`config.mk`:
```
export PLATFORM = sky130hd
export DESIGN_NAME = pph_ctrl
export DESIGN_NICKNAME = d
export VERILOG_FILES = /design/src/rtl/assert_macros.svh /design/src/rtl/pph_pkg.sv /design/src/rtl/pph_ctrl.sv
export SDC_FILE = /design/constraint.sdc
export NUM_CORES = 1
export LEC_CHECK = 0
export BUFFER_PORTS_ARGS = -buffer_cell sky130_fd_sc_hd__buf_2
export CORE_MARGIN = 8
export CORE_UTILIZATION = 40
export CTS_CLUSTER_DIAMETER = 50
export DETAILED_ROUTE_END_ITERATION = 8
export GPL_TIMING_DRIVEN = 0
export PLACE_DENSITY = 0.62
export SYNTH_ARGS = -nofsm -noshare
export SYNTH_HDL_FRONTEND = slang
export SYNTH_SLANG_ARGS = --single-unit
```
`constraint.sdc`:
```
create_clock -name clock -period 1.9 [get_ports clock]
set_input_delay 0.095 -clock clock [delete_from_list [all_inputs] [get_ports clock]]
set_output_delay 0.095 -clock clock [all_outputs]
set_load 0.05 [all_outputs]
```
`src/rtl/assert_macros.svh`:
```
// Assertion macros used by the RTL top level of the probe hash table.
`ifndef ASSERT_MACROS_SVH
`define ASSERT_MACROS_SVH
`ifndef SYNTHESIS
`define ASSERT_IMPLIES(label, clk, rst, ante, cons, msg) \
   label: assert property (@(posedge clk) disable iff (rst) (ante) |-> (cons)) \
      else $error(msg);
`define ASSERT_NEXT(label, clk, rst, ante, cons, msg) \
   label: assert property (@(posedge clk) disable iff (rst) (ante) |=> (cons)) \
      else $error(msg);
`else
`define ASSERT_IMPLIES(label, clk, rst, ante, cons, msg)
`define ASSERT_NEXT(label, clk, rst, ante, cons, msg)
`endif
`endif

```
`src/rtl/pph_pkg.sv`:
```
// Shared codes, widths and controller/datapath interface types.
package pph_pkg;

   localparam int KEY_W          = 64;
   localparam int ENTRY_NUMBER_W = 10;
   localparam int STATUS_W       = 3;
   localparam int MODE_W         = 2;
   localparam int MIN_SIZE_LOG2  = 3;

   localparam logic [MODE_W-1:0] MODE_LOOKUP = 2'd0;
   localparam logic [MODE_W-1:0] MODE_INSERT = 2'd1;
   localparam logic [MODE_W-1:0] MODE_CLEAR  = 2'd2;

   localparam logic [STATUS_W-1:0] STATUS_FOUND     = 3'd0;
   localparam logic [STATUS_W-1:0] STATUS_NOT_FOUND = 3'd1;
   localparam logic [STATUS_W-1:0] STATUS_INSERTED  = 3'd2;
   localparam logic [STATUS_W-1:0] STATUS_UPDATED   = 3'd3;
   localparam logic [STATUS_W-1:0] STATUS_FULL      = 3'd4;
   localparam logic [STATUS_W-1:0] STATUS_CLEARED   = 3'd5;

   typedef struct packed {
      logic                accept;      // latch the request fields
      logic                load_in;     // start a probe from the request port hash
      logic                load_req;    // start a probe from the latched hash
      logic                load_ent;    // start a probe from the entry hash read
      logic                step;        // advance the probe sequence
      logic                sweep_min;   // begin clearing an 8-slot table
      logic                sweep_grow;  // begin clearing the grown table
      logic                sweep;       // clear one slot
      logic                clear_count;
      logic                rb_clear;
      logic                rb_read;     // read entry hash at the rebuild index
      logic                rb_place;    // place rebuild entry in the current slot
      logic                append;
      logic                update;
      logic                respond;
      logic [STATUS_W-1:0] status;
   } cmd_type;

   typedef struct packed {
      logic slot_empty;
      logic key_match;
      logic sweep_last;
      logic rb_done;
      logic store_full;
      logic at_limit;
      logic grow_over;
   } stat_type;

endpackage

```
`src/rtl/pph_ctrl.sv`:
```
// Sequencing state machine for lookup, insert, clear and table growth.
module pph_ctrl (
   input  logic                         clock,
   input  logic                         reset,
   input  logic                         start,
   input  logic [pph_pkg::MODE_W-1:0]   req_mode,
   input  pph_pkg::stat_type            stat,
   output pph_pkg::cmd_type             cmd,
   output logic                         busy
);

   typedef enum logic [8:0] {
      ST_IDLE        = 9'b000000001,
      ST_SWEEP       = 9'b000000010,
      ST_SLOT_RD     = 9'b000000100,
      ST_SLOT_CHK    = 9'b000001000,
      ST_ENT_CHK     = 9'b000010000,
      ST_RB_HASH     = 9'b000100000,
      ST_RB_INIT     = 9'b001000000,
      ST_RB_SLOT_RD  = 9'b010000000,
      ST_RB_SLOT_CHK = 9'b100000000
   } state_type;

   state_type                    state_ff, state_in;
   logic [pph_pkg::MODE_W-1:0]   mode_ff, mode_in;
   logic                         rebuild_ff, rebuild_in;
   logic                         clear_pend_ff, clear_pend_in;
   logic                         is_insert;

   assign is_insert = (mode_ff == pph_pkg::MODE_INSERT);

   always_comb begin
      cmd           = '0;
      state_in      = state_ff;
      mode_in       = mode_ff;
      rebuild_in    = rebuild_ff;
      clear_pend_in = clear_pend_ff;
      unique case (state_ff)
         ST_IDLE: begin
            if (start) begin
               cmd.accept = 1'b1;
               mode_in    = req_mode;
               if (req_mode == pph_pkg::MODE_CLEAR) begin
                  cmd.sweep_min   = 1'b1;
                  cmd.clear_count = 1'b1;
                  clear_pend_in   = 1'b1;
                  rebuild_in      = 1'b0;
                  state_in        = ST_SWEEP;
               end else begin
                  cmd.load_in = 1'b1;
                  state_in    = ST_SLOT_RD;
               end
            end
         end
         ST_SWEEP: begin
            cmd.sweep = 1'b1;
            if (stat.sweep_last) begin
               if (rebuild_ff) begin
                  cmd.rb_clear = 1'b1;
                  state_in     = ST_RB_HASH;
               end else begin
                  if (clear_pend_ff) begin
                     cmd.respond = 1'b1;
                     cmd.status  = pph_pkg::STATUS_CLEARED;
                  end
                  clear_pend_in = 1'b0;
                  state_in      = ST_IDLE;
               end
            end
         end
         ST_SLOT_RD: begin
            state_in = ST_SLOT_CHK;
         end
         ST_SLOT_CHK: begin
            if (!stat.slot_empty) begin
               state_in = ST_ENT_CHK;
            end else if (!is_insert) begin
               cmd.respond = 1'b1;
               cmd.status  = pph_pkg::STATUS_NOT_FOUND;
               state_in    = ST_IDLE;
            end else if (stat.store_full || (stat.at_limit && stat.grow_over)) begin
               cmd.respond = 1'b1;
               cmd.status  = pph_pkg::STATUS_FULL;
               state_in    = ST_IDLE;
            end else if (stat.at_limit) begin
               cmd.sweep_grow = 1'b1;
               rebuild_in     = 1'b1;
               state_in       = ST_SWEEP;
            end else begin
               cmd.append  = 1'b1;
               cmd.respond = 1'b1;
               cmd.status  = pph_pkg::STATUS_INSERTED;
               state_in    = ST_IDLE;
            end
         end
         ST_ENT_CHK: begin
            if (stat.key_match) begin
               cmd.respond = 1'b1;
               if (is_insert) begin
                  cmd.update = 1'b1;
                  cmd.status = pph_pkg::STATUS_UPDATED;
               end else begin
                  cmd.status = pph_pkg::STATUS_FOUND;
               end
               state_in = ST_IDLE;
            end else begin
               cmd.step = 1'b1;
               state_in = ST_SLOT_RD;
            end
         end
         ST_RB_HASH: begin
            if (stat.rb_done) begin
               // All entries are placed; probe again for the pending insert.
               cmd.load_req = 1'b1;
               rebuild_in   = 1'b0;
               state_in     = ST_SLOT_RD;
            end else begin
               cmd.rb_read = 1'b1;
               state_in    = ST_RB_INIT;
            end
         end
         ST_RB_INIT: begin
            cmd.load_ent = 1'b1;
            state_in     = ST_RB_SLOT_RD;
         end
         ST_RB_SLOT_RD: begin
            state_in = ST_RB_SLOT_CHK;
         end
         ST_RB_SLOT_CHK: begin
            if (stat.slot_empty) begin
               cmd.rb_place = 1'b1;
               state_in     = ST_RB_HASH;
            end else begin
               cmd.step = 1'b1;
               state_in = ST_RB_SLOT_RD;
            end
         end
         default: begin
            state_in = ST_IDLE;
         end
      endcase
   end

   always_ff @(posedge clock) begin
      if (reset) begin
         state_ff      <= ST_SWEEP;
         mode_ff       <= pph_pkg::MODE_LOOKUP;
         rebuild_ff    <= 1'b0;
         clear_pend_ff <= 1'b0;
      end else begin
         state_ff      <= state_in;
         mode_ff       <= mode_in;
         rebuild_ff    <= rebuild_in;
         clear_pend_ff <= clear_pend_in;
      end
   end

   assign busy = (state_ff != ST_IDLE);

endmodule

```
==> out/results.tsv, run 1 <==
stage	metric	value	unit
status	status	finished, violations left	
status	violations	setup timing	
finish	n_antenna_cell	0	
clock_network	root_buffer	clkbuf_4	
synth	synth_top_family_by_area	simple AND/OR/NAND/NOR gates	
sta	final_hold_viol_count	0	
grt	grt-ovfl-total	0	
synth	yosysWarnings	0	
clock_network	cts_tree	built	
critical_path	start_kind	flop	
synth	ys_types	42	
finish	area_growth	64.17	%
clock_network	clk_latency	0.28	ns
synth	synth_xor_area_share	0.9186	%
floorplanning	start_util	42.69	%
synth	async_reset_ff_share	0	%
power	total_leakage_power	0.6714	nW
grt	grt_start_max_net_pins	11	
grt	grt_pass1_vias	1102	
power	switchingPower	0.0002810	W
routing	ant_nets	0	
critical_path	cp.required	1.80	ns
clock_network	cts_buffers	3	
synth	netlist_instances	126	
placed_design	dp_hpwl	2.251	mm
sta	clock-skew-final	0.003246	ns
flow_run	drv_cap	0	
power	seqPwrFrac	37.5	%
synth	synth_compound_area_share	17.32	%
worst_hold_path	hp-class	input pin to flop	
synth	synth-edff-count	0	
routing	routedWlPerCell	16.65	µm
placed_design	routabilityCongestion	0.8752	
critical_path	path_cells	or4_4, nor3_4, nand4_4, nor4_4, or2_4, buf_8	
floorplanning	fp.dieH	64.82	µm
finish	final_cell_mix	18 x buf_2, 13 x buf_4, 11 x buf_6	
sta	finalCritPeriodShare	121.6	%
placed_design	io_buffers	29	
routing	vias	1178	
routing	vias_per_cell	5.803	
power	combinationalPowerShare	40.0	%
clock_network	h-tree-depth	1	
floorplanning	dieArea	4202	µm²
power	ir_drop	521.9	µV
floorplanning	row_count	17	
critical_path	reg2reg_depth	6	
power	pwr_density_cell	495.0	nW/µm²
routing	drt_iter0_drc	44	
sta	period_needed	2.310	ns
floorplanning	core	2233	µm²
power	p_int	0.0004938	W
grt	grt_pass1_wl	5.188	mm
grt	antenna_found_initial	0	
critical_path	cp_top_family	simple AND/OR/NAND/NOR gates	
sta	rsz0062_at_grt	yes	
synth	seq_area_frac_synth	27.30	%
finish	final_common_cell	buf_2	
critical_path	max_stage_delay	0.55	ns
floorplanning	num_io_pins	31	
synth	synth_area	953.4	µm²
synth	synthAdderAreaFrac	0	%
power	p_clk_share	22.5	%
synth	ys_ff_latch	13	
sta	report.final.setup_viol	19	
clock_network	clock_sinks	13	
critical_path	crit_type	flop to output port	
critical_path	critPathMaxFanout	5	
grt	grt_use_total	15.00	%
power	sw_frac_of_total	36.27	%
sta	final-max-slew-violation-count	0	
critical_path	critPathSlowestCell	or4_4	
routing	drc	0	
synth	synth_top_flop_cell	dfxtp_1	
power	power	0.0007748	W
finish	nFillCells	180	
synth	synth-simple-area-share	47.77	%
floorplanning	die_x	64.82	µm
critical_path	arrival	2.22	ns
sta	final.setup.tns	-4.536	ns
synth	postSynthAreaPerCell	7.567	µm²
clock_network	cts_buffer_depth	2	
clock_network	clk_pin_slew_worst_paths	0.08	ns
sta	tightest_slew	0.5755	ns
routing	wl	3.379	mm
sta	max_freq	432.9	MHz
critical_path	cp.depth	6	
critical_path	cp.buffers_inverters	1	
worst_hold_path	worstHoldPathCells	3	
synth	synth_mux_area_share	0	%
sta	worst_slack	-0.4102	ns
synth	syn-num-nets	138	
sta	relSlewSlack	61.09	%
routing	drtPass1Iterations	4	
critical_path	crit_path_end_kind	output port	
finish	fin_nets	188	
finish	layout-drive-gt1-share	49.71	%
[per-layer routing]
layer | track usage [%] | routed length (µm)
met1 | 17.79 | 1342
met4 | 2.180 | 57
met5 | 0 | 0
met3 | 4.639 | 261
met2 | 26.34 | 1718
[registers in the layout, summed over array words and instances, names as in the netlist]
name,flops
state_ff,9
clear_pend_ff,1
mode_ff,2
rebuild_ff,1
[area by class of cell]
type                            count  area (µm²)  area share (%)
Sequential cell                    13       274.0           17.51
Timing Repair Buffer               46       395.4           25.26
Tap cell                           28       35.03           2.238
Buffer                              6       40.04           2.558
Clock inverter                      1       5.005          0.3197
Inverter                            7       26.28           1.679
Clock buffer                        3       22.52           1.439
Multi-Input combinational cell     99       767.0           49.00
[synthesized netlist by cell type, types with 3 or more instances]
master    instances  area share, %
a21oi_1           7            3.7
and3_1            5            3.3
buf_2             3            1.6
dfxtp_1          13             27
inv_1             7            2.8
nand2_1           9            3.5
nand2b_1          7            4.6
nand3_1           7            3.7
nor2_1           15            5.9
nor2b_1           4            2.6
nor3_1            3            1.6
nor3b_1           3            2.4
nor4b_1           3            2.8
o21ai_0           5            2.6
[path summary, 6_finish.rpt]
| path | endpoint | startpoint | slack [ns] |
|---|---|---|---|
| setup reg to reg | rebuild_ff | state_ff[5] | -0.08 |
| setup / recovery | cmd[1] | state_ff[5] | -0.41 |
| hold / removal | mode_ff[0] | req_mode[0] | 0.09 |
| hold reg to reg | mode_ff[1] | mode_ff[1] | 0.46 |
[power by group through the flow]
stage | Sequential, W | Clock, W | Combinational [W]
4_1_cts | 0.000291 | 0.000182 | 0.000273
2_1_floorplan | 0.000295 | 0 | 0.000150
3_5_place_dp | 0.000297 | 0 | 0.000203
6_report | 0.000290 | 0.000174 | 0.000310
5_1_grt | 0.000292 | 0.000194 | 0.000329
3_3_place_gp | 0.000298 | 0 | 0.000200
[timing repair]
item | 4_1_cts | 5_1_grt
hold buffers | 0 | 0
buffers inserted | 9 | 9
resized for setup | 49 | 17
pin swaps | 12 | 11
setup endpoints to repair | 20 | 24
[metrics by stage]
| stage | cells | setup slack [ns] | hold slack, ns | utilization [%] | area (µm²) |
|---|---|---|---|---|---|
| floorplan | 126 | -0.5394 | 0.2425 | - | 1010 |
| CTS | 195 | -0.4728 | 0.08366 | 64.87 | 1449 |
| finish | 203 | -0.4102 | 0.08800 | 70.08 | 1565 |
| global route | 203 | -0.5214 | 0.1147 | 70.08 | 1565 |
| global placement | 183 | -0.3345 | 0.3762 | 53.28 | 1190 |
| detailed placement | 183 | -0.3215 | 0.3874 | 53.28 | 1190 |
[worst register-to-register path: stages, from the launching register on]
cell and delay, ns:
dfxtp_4 0.35, or4_4 0.55, nor3_4 0.27, buf_4 0.19
and3_1 0.16, nand3_1 0.10, a221oi_2 0.26
[kinds of logic (layout without fill, tap and decap cells)]
kind of cell / Yosys count / count (layout)
and+or+nand+nor: 73 / 73
DFF: 13 / 13
xor gates and xnor gates: 1 / 1
AOI/OAI and AO/OA: 25 / 25
buffers and inverters: 14 / 63
Power figures use the tool's default switching activity.
==> inputs of run 2 (changes only) <==
GPL_TIMING_DRIVEN = default   (was 0)
==> run 2 against run 1 <==
Net effect:
- the flow still finishes with violations (setup timing)
- non-clock buffer count up 11
- utilization up 7.8 points
- first-iteration DRC count up 120%
- clock power increased by 6%
- register-to-register slack worse by 0.03 ns
- clock skew grew 0.0076 ns
- setup slack improved by 0.057 ns
- sequential share of layout area fell by 2.3 points
- die area is the same
- critical path type unchanged
- critical endpoint unchanged
- largest cell class unchanged
==> out/results.tsv, run 2 (same netlist as run 1, synthesis figures left out) <==
stage	metric	value	unit	change
status	status	finished, violations left		
status	violations	setup timing		
routing	drc	0		unchanged
clock_network	clk_pin_slew_worst_paths	0.10	ns	+0.02 ns
floorplanning	die_x	64.82	µm	unchanged
routing	ant_nets	0		unchanged
routing	vias	1242		+5.4%
worst_hold_path	hp-class	input pin to flop		
routing	wl	3.697	mm	+9.4%
critical_path	reg2reg_to	rebuild_ff		
critical_path	critPathMaxFanout	4		-1
clock_network	cts_tree	built		
floorplanning	core	2233	µm²	unchanged
finish	fin_nets	199		+5.9%
routing	drtPass1Iterations	4		unchanged
critical_path	crit_path_end_kind	output port		
critical_path	critPathSlowestCell	or4_4		
power	pwr_density_cell	460.4	nW/µm²	-7.0%
power	power	0.0008013	W	+3.4%
critical_path	crit_start	state_ff[5]		
grt	grt_pass1_wl	5.333	mm	+2.8%
flow_run	drv_cap	0		unchanged
sta	rsz0062_at_grt	yes		
critical_path	arrival	2.16	ns	-0.06 ns
critical_path	cp.required	1.80	ns	about the same
finish	reg_top3	state_ff: 9 flops, mode_ff: 2 flops		
routing	drt_iter0_drc	95		+120%
critical_path	ff2ff_setup_slack	-0.11	ns	-0.03 ns
grt	grt_start_max_net_pins	11		unchanged
power	total_leakage_power	0.7549	nW	+12%
sta	worst_slack	-0.3534	ns	+0.05672 ns
sta	clock-skew-final	0.01083	ns	+0.007583 ns
clock_network	root_buffer	clkbuf_4		
placed_design	io_buffers	30		+3.4%
sta	final.setup.tns	-2.367	ns	+2.169 ns
critical_path	endpoint	cmd[1]		
sta	tightest_slew	0.4885	ns	-0.08695 ns
finish	top_register	state_ff		
finish	final_cell_mix	25 x buf_4, 17 x buf_6, 12 x buf_2		
clock_network	cts_buffers	3		unchanged
grt	grt_pass1_vias	1116		+1.3%
grt	grt_use_total	15.82	%	+0.82 points
clock_network	h-tree-depth	1		unchanged
sta	period_needed	2.253	ns	-0.05672 ns
critical_path	crit_type	flop to output port		
sta	relSlewSlack	66.97	%	+5.9 points
placed_design	dp_hpwl	2.488	mm	+11%
sta	max_freq	443.8	MHz	+2.5%
grt	antenna_found_initial	0		unchanged
power	ir_drop	461.0	µV	-12%
floorplanning	row_count	17		unchanged
grt	grt-ovfl-total	0		unchanged
finish	layout-drive-gt1-share	55.91	%	+6.2 points
critical_path	start_kind	flop		
sta	final_hold_viol_count	0		unchanged
finish	final_common_cell	buf_4		
critical_path	r2r-start	state_ff[5]		
placed_design	routabilityCongestion	0.8989		+2.7%
clock_network	holdBufCountCts	0		unchanged
clock_network	cts_buffer_depth	2		unchanged
critical_path	cp_top_family	simple AND/OR/NAND/NOR gates		
routing	routedWlPerCell	17.28	µm	+3.8%
sta	report.final.setup_viol	11		-8
critical_path	cp.depth	6		unchanged
critical_path	max_stage_delay	0.54	ns	about the same
finish	area_growth	82.55	%	
floorplanning	fp.dieH	64.82	µm	unchanged
finish	largest_reg_flops	9		unchanged
critical_path	path_cells	or4_4, nor3_4, nand4_4, nor4_4, or2_4, buf_8		
critical_path	reg2reg_depth	7		+1
floorplanning	dieArea	4202	µm²	unchanged
floorplanning	start_util	42.69	%	unchanged
sta	finalCritPeriodShare	118.6	%	-3.0 points
floorplanning	num_io_pins	31		unchanged
finish	n_antenna_cell	0		unchanged
clock_network	clk_latency	0.29	ns	about the same
sta	final-max-slew-violation-count	0		unchanged
routing	vias_per_cell	5.804		about the same
critical_path	cp.buffers_inverters	1		unchanged
clock_network	clock_sinks	13		unchanged
[run 2: cell types whose count changed in the layout (fill, tap and decap cells not counted), sizes merged]
cell	previous run	this run
buf	49	63
clkbuf	6	3
[run 2: area by class of cell]
class / count / area (µm²)
multi-input combinational: 99 / 812.0
timing repair buffer: 63 / 574.3
fill: 143 / 493.0
sequential: 13 / 265.3
tap: 28 / 35.03
inverter: 7 / 26.28
clock buffer: 3 / 22.52
clock inverter: 1 / 5.005
[run 2: metal layers]
layer	share of wire (%)	track usage, %
met3	7.9	5.155
met5	0	0
met4	1.7	2.452
met2	51	27.95
met1	39	18.42
[run 2: worst min-delay path by stage]
stage	startpoint	to	slack (ns)	depth (start not counted)
global placement	req_mode[0]	mode_ff[0]	0.38	3
floorplan	req_mode[1]	mode_ff[1]	0.24	2
CTS	req_mode[1]	mode_ff[1]	0.07	3
detailed placement	req_mode[1]	mode_ff[1]	0.39	3
global route	req_mode[0]	mode_ff[0]	0.08	3
finish	req_mode[0]	mode_ff[0]	0.08	3
[run 2: repair_timing]
| item | CTS | global route |
|---|---|---|
| pin swaps | 15 | 12 |
| setup buffers | 5 | 9 |
| gates cloned | 0 | 0 |
| endpoints found under the setup margin | 19 | 21 |
| resized for setup | 57 | 30 |
[run 2: metrics by stage]
| stage | setup slack (ns) | hold WS, ns | cells | utilization [%] | area (µm²) |
|---|---|---|---|---|---|
| 2_1_floorplan | -0.5394 | 0.2425 | 126 | - | 1010 |
| 3_3_place_gp | -0.1028 | 0.3768 | 200 | 59.38 | 1326 |
| 3_5_place_dp | -0.1459 | 0.3893 | 200 | 59.38 | 1326 |
| 4_1_cts | -0.3150 | 0.07112 | 209 | 71.37 | 1594 |
| 5_1_grt | -0.4496 | 0.07652 | 214 | 77.93 | 1740 |
| 6_report | -0.3534 | 0.07693 | 214 | 77.93 | 1740 |
[run 2: report_power, final]
group          switching [W]  internal, W  leakage (nW)  total [W]
clock network       0.000106    0.0000783        0.0177   0.000185
registers         0.00000843     0.000281         0.108   0.000289
logic               0.000180     0.000147         0.630   0.000327
total               0.000295     0.000506         0.755   0.000801
[run 2: worst register-to-register path, stage by stage, from the launching register on]
cell      delay (ns)
dfxtp_2         0.32
or4_4           0.54
nor3_4          0.24
buf_4           0.17
buf_6           0.10
and3_4          0.18
nand3_2         0.07
a221oi_2        0.27
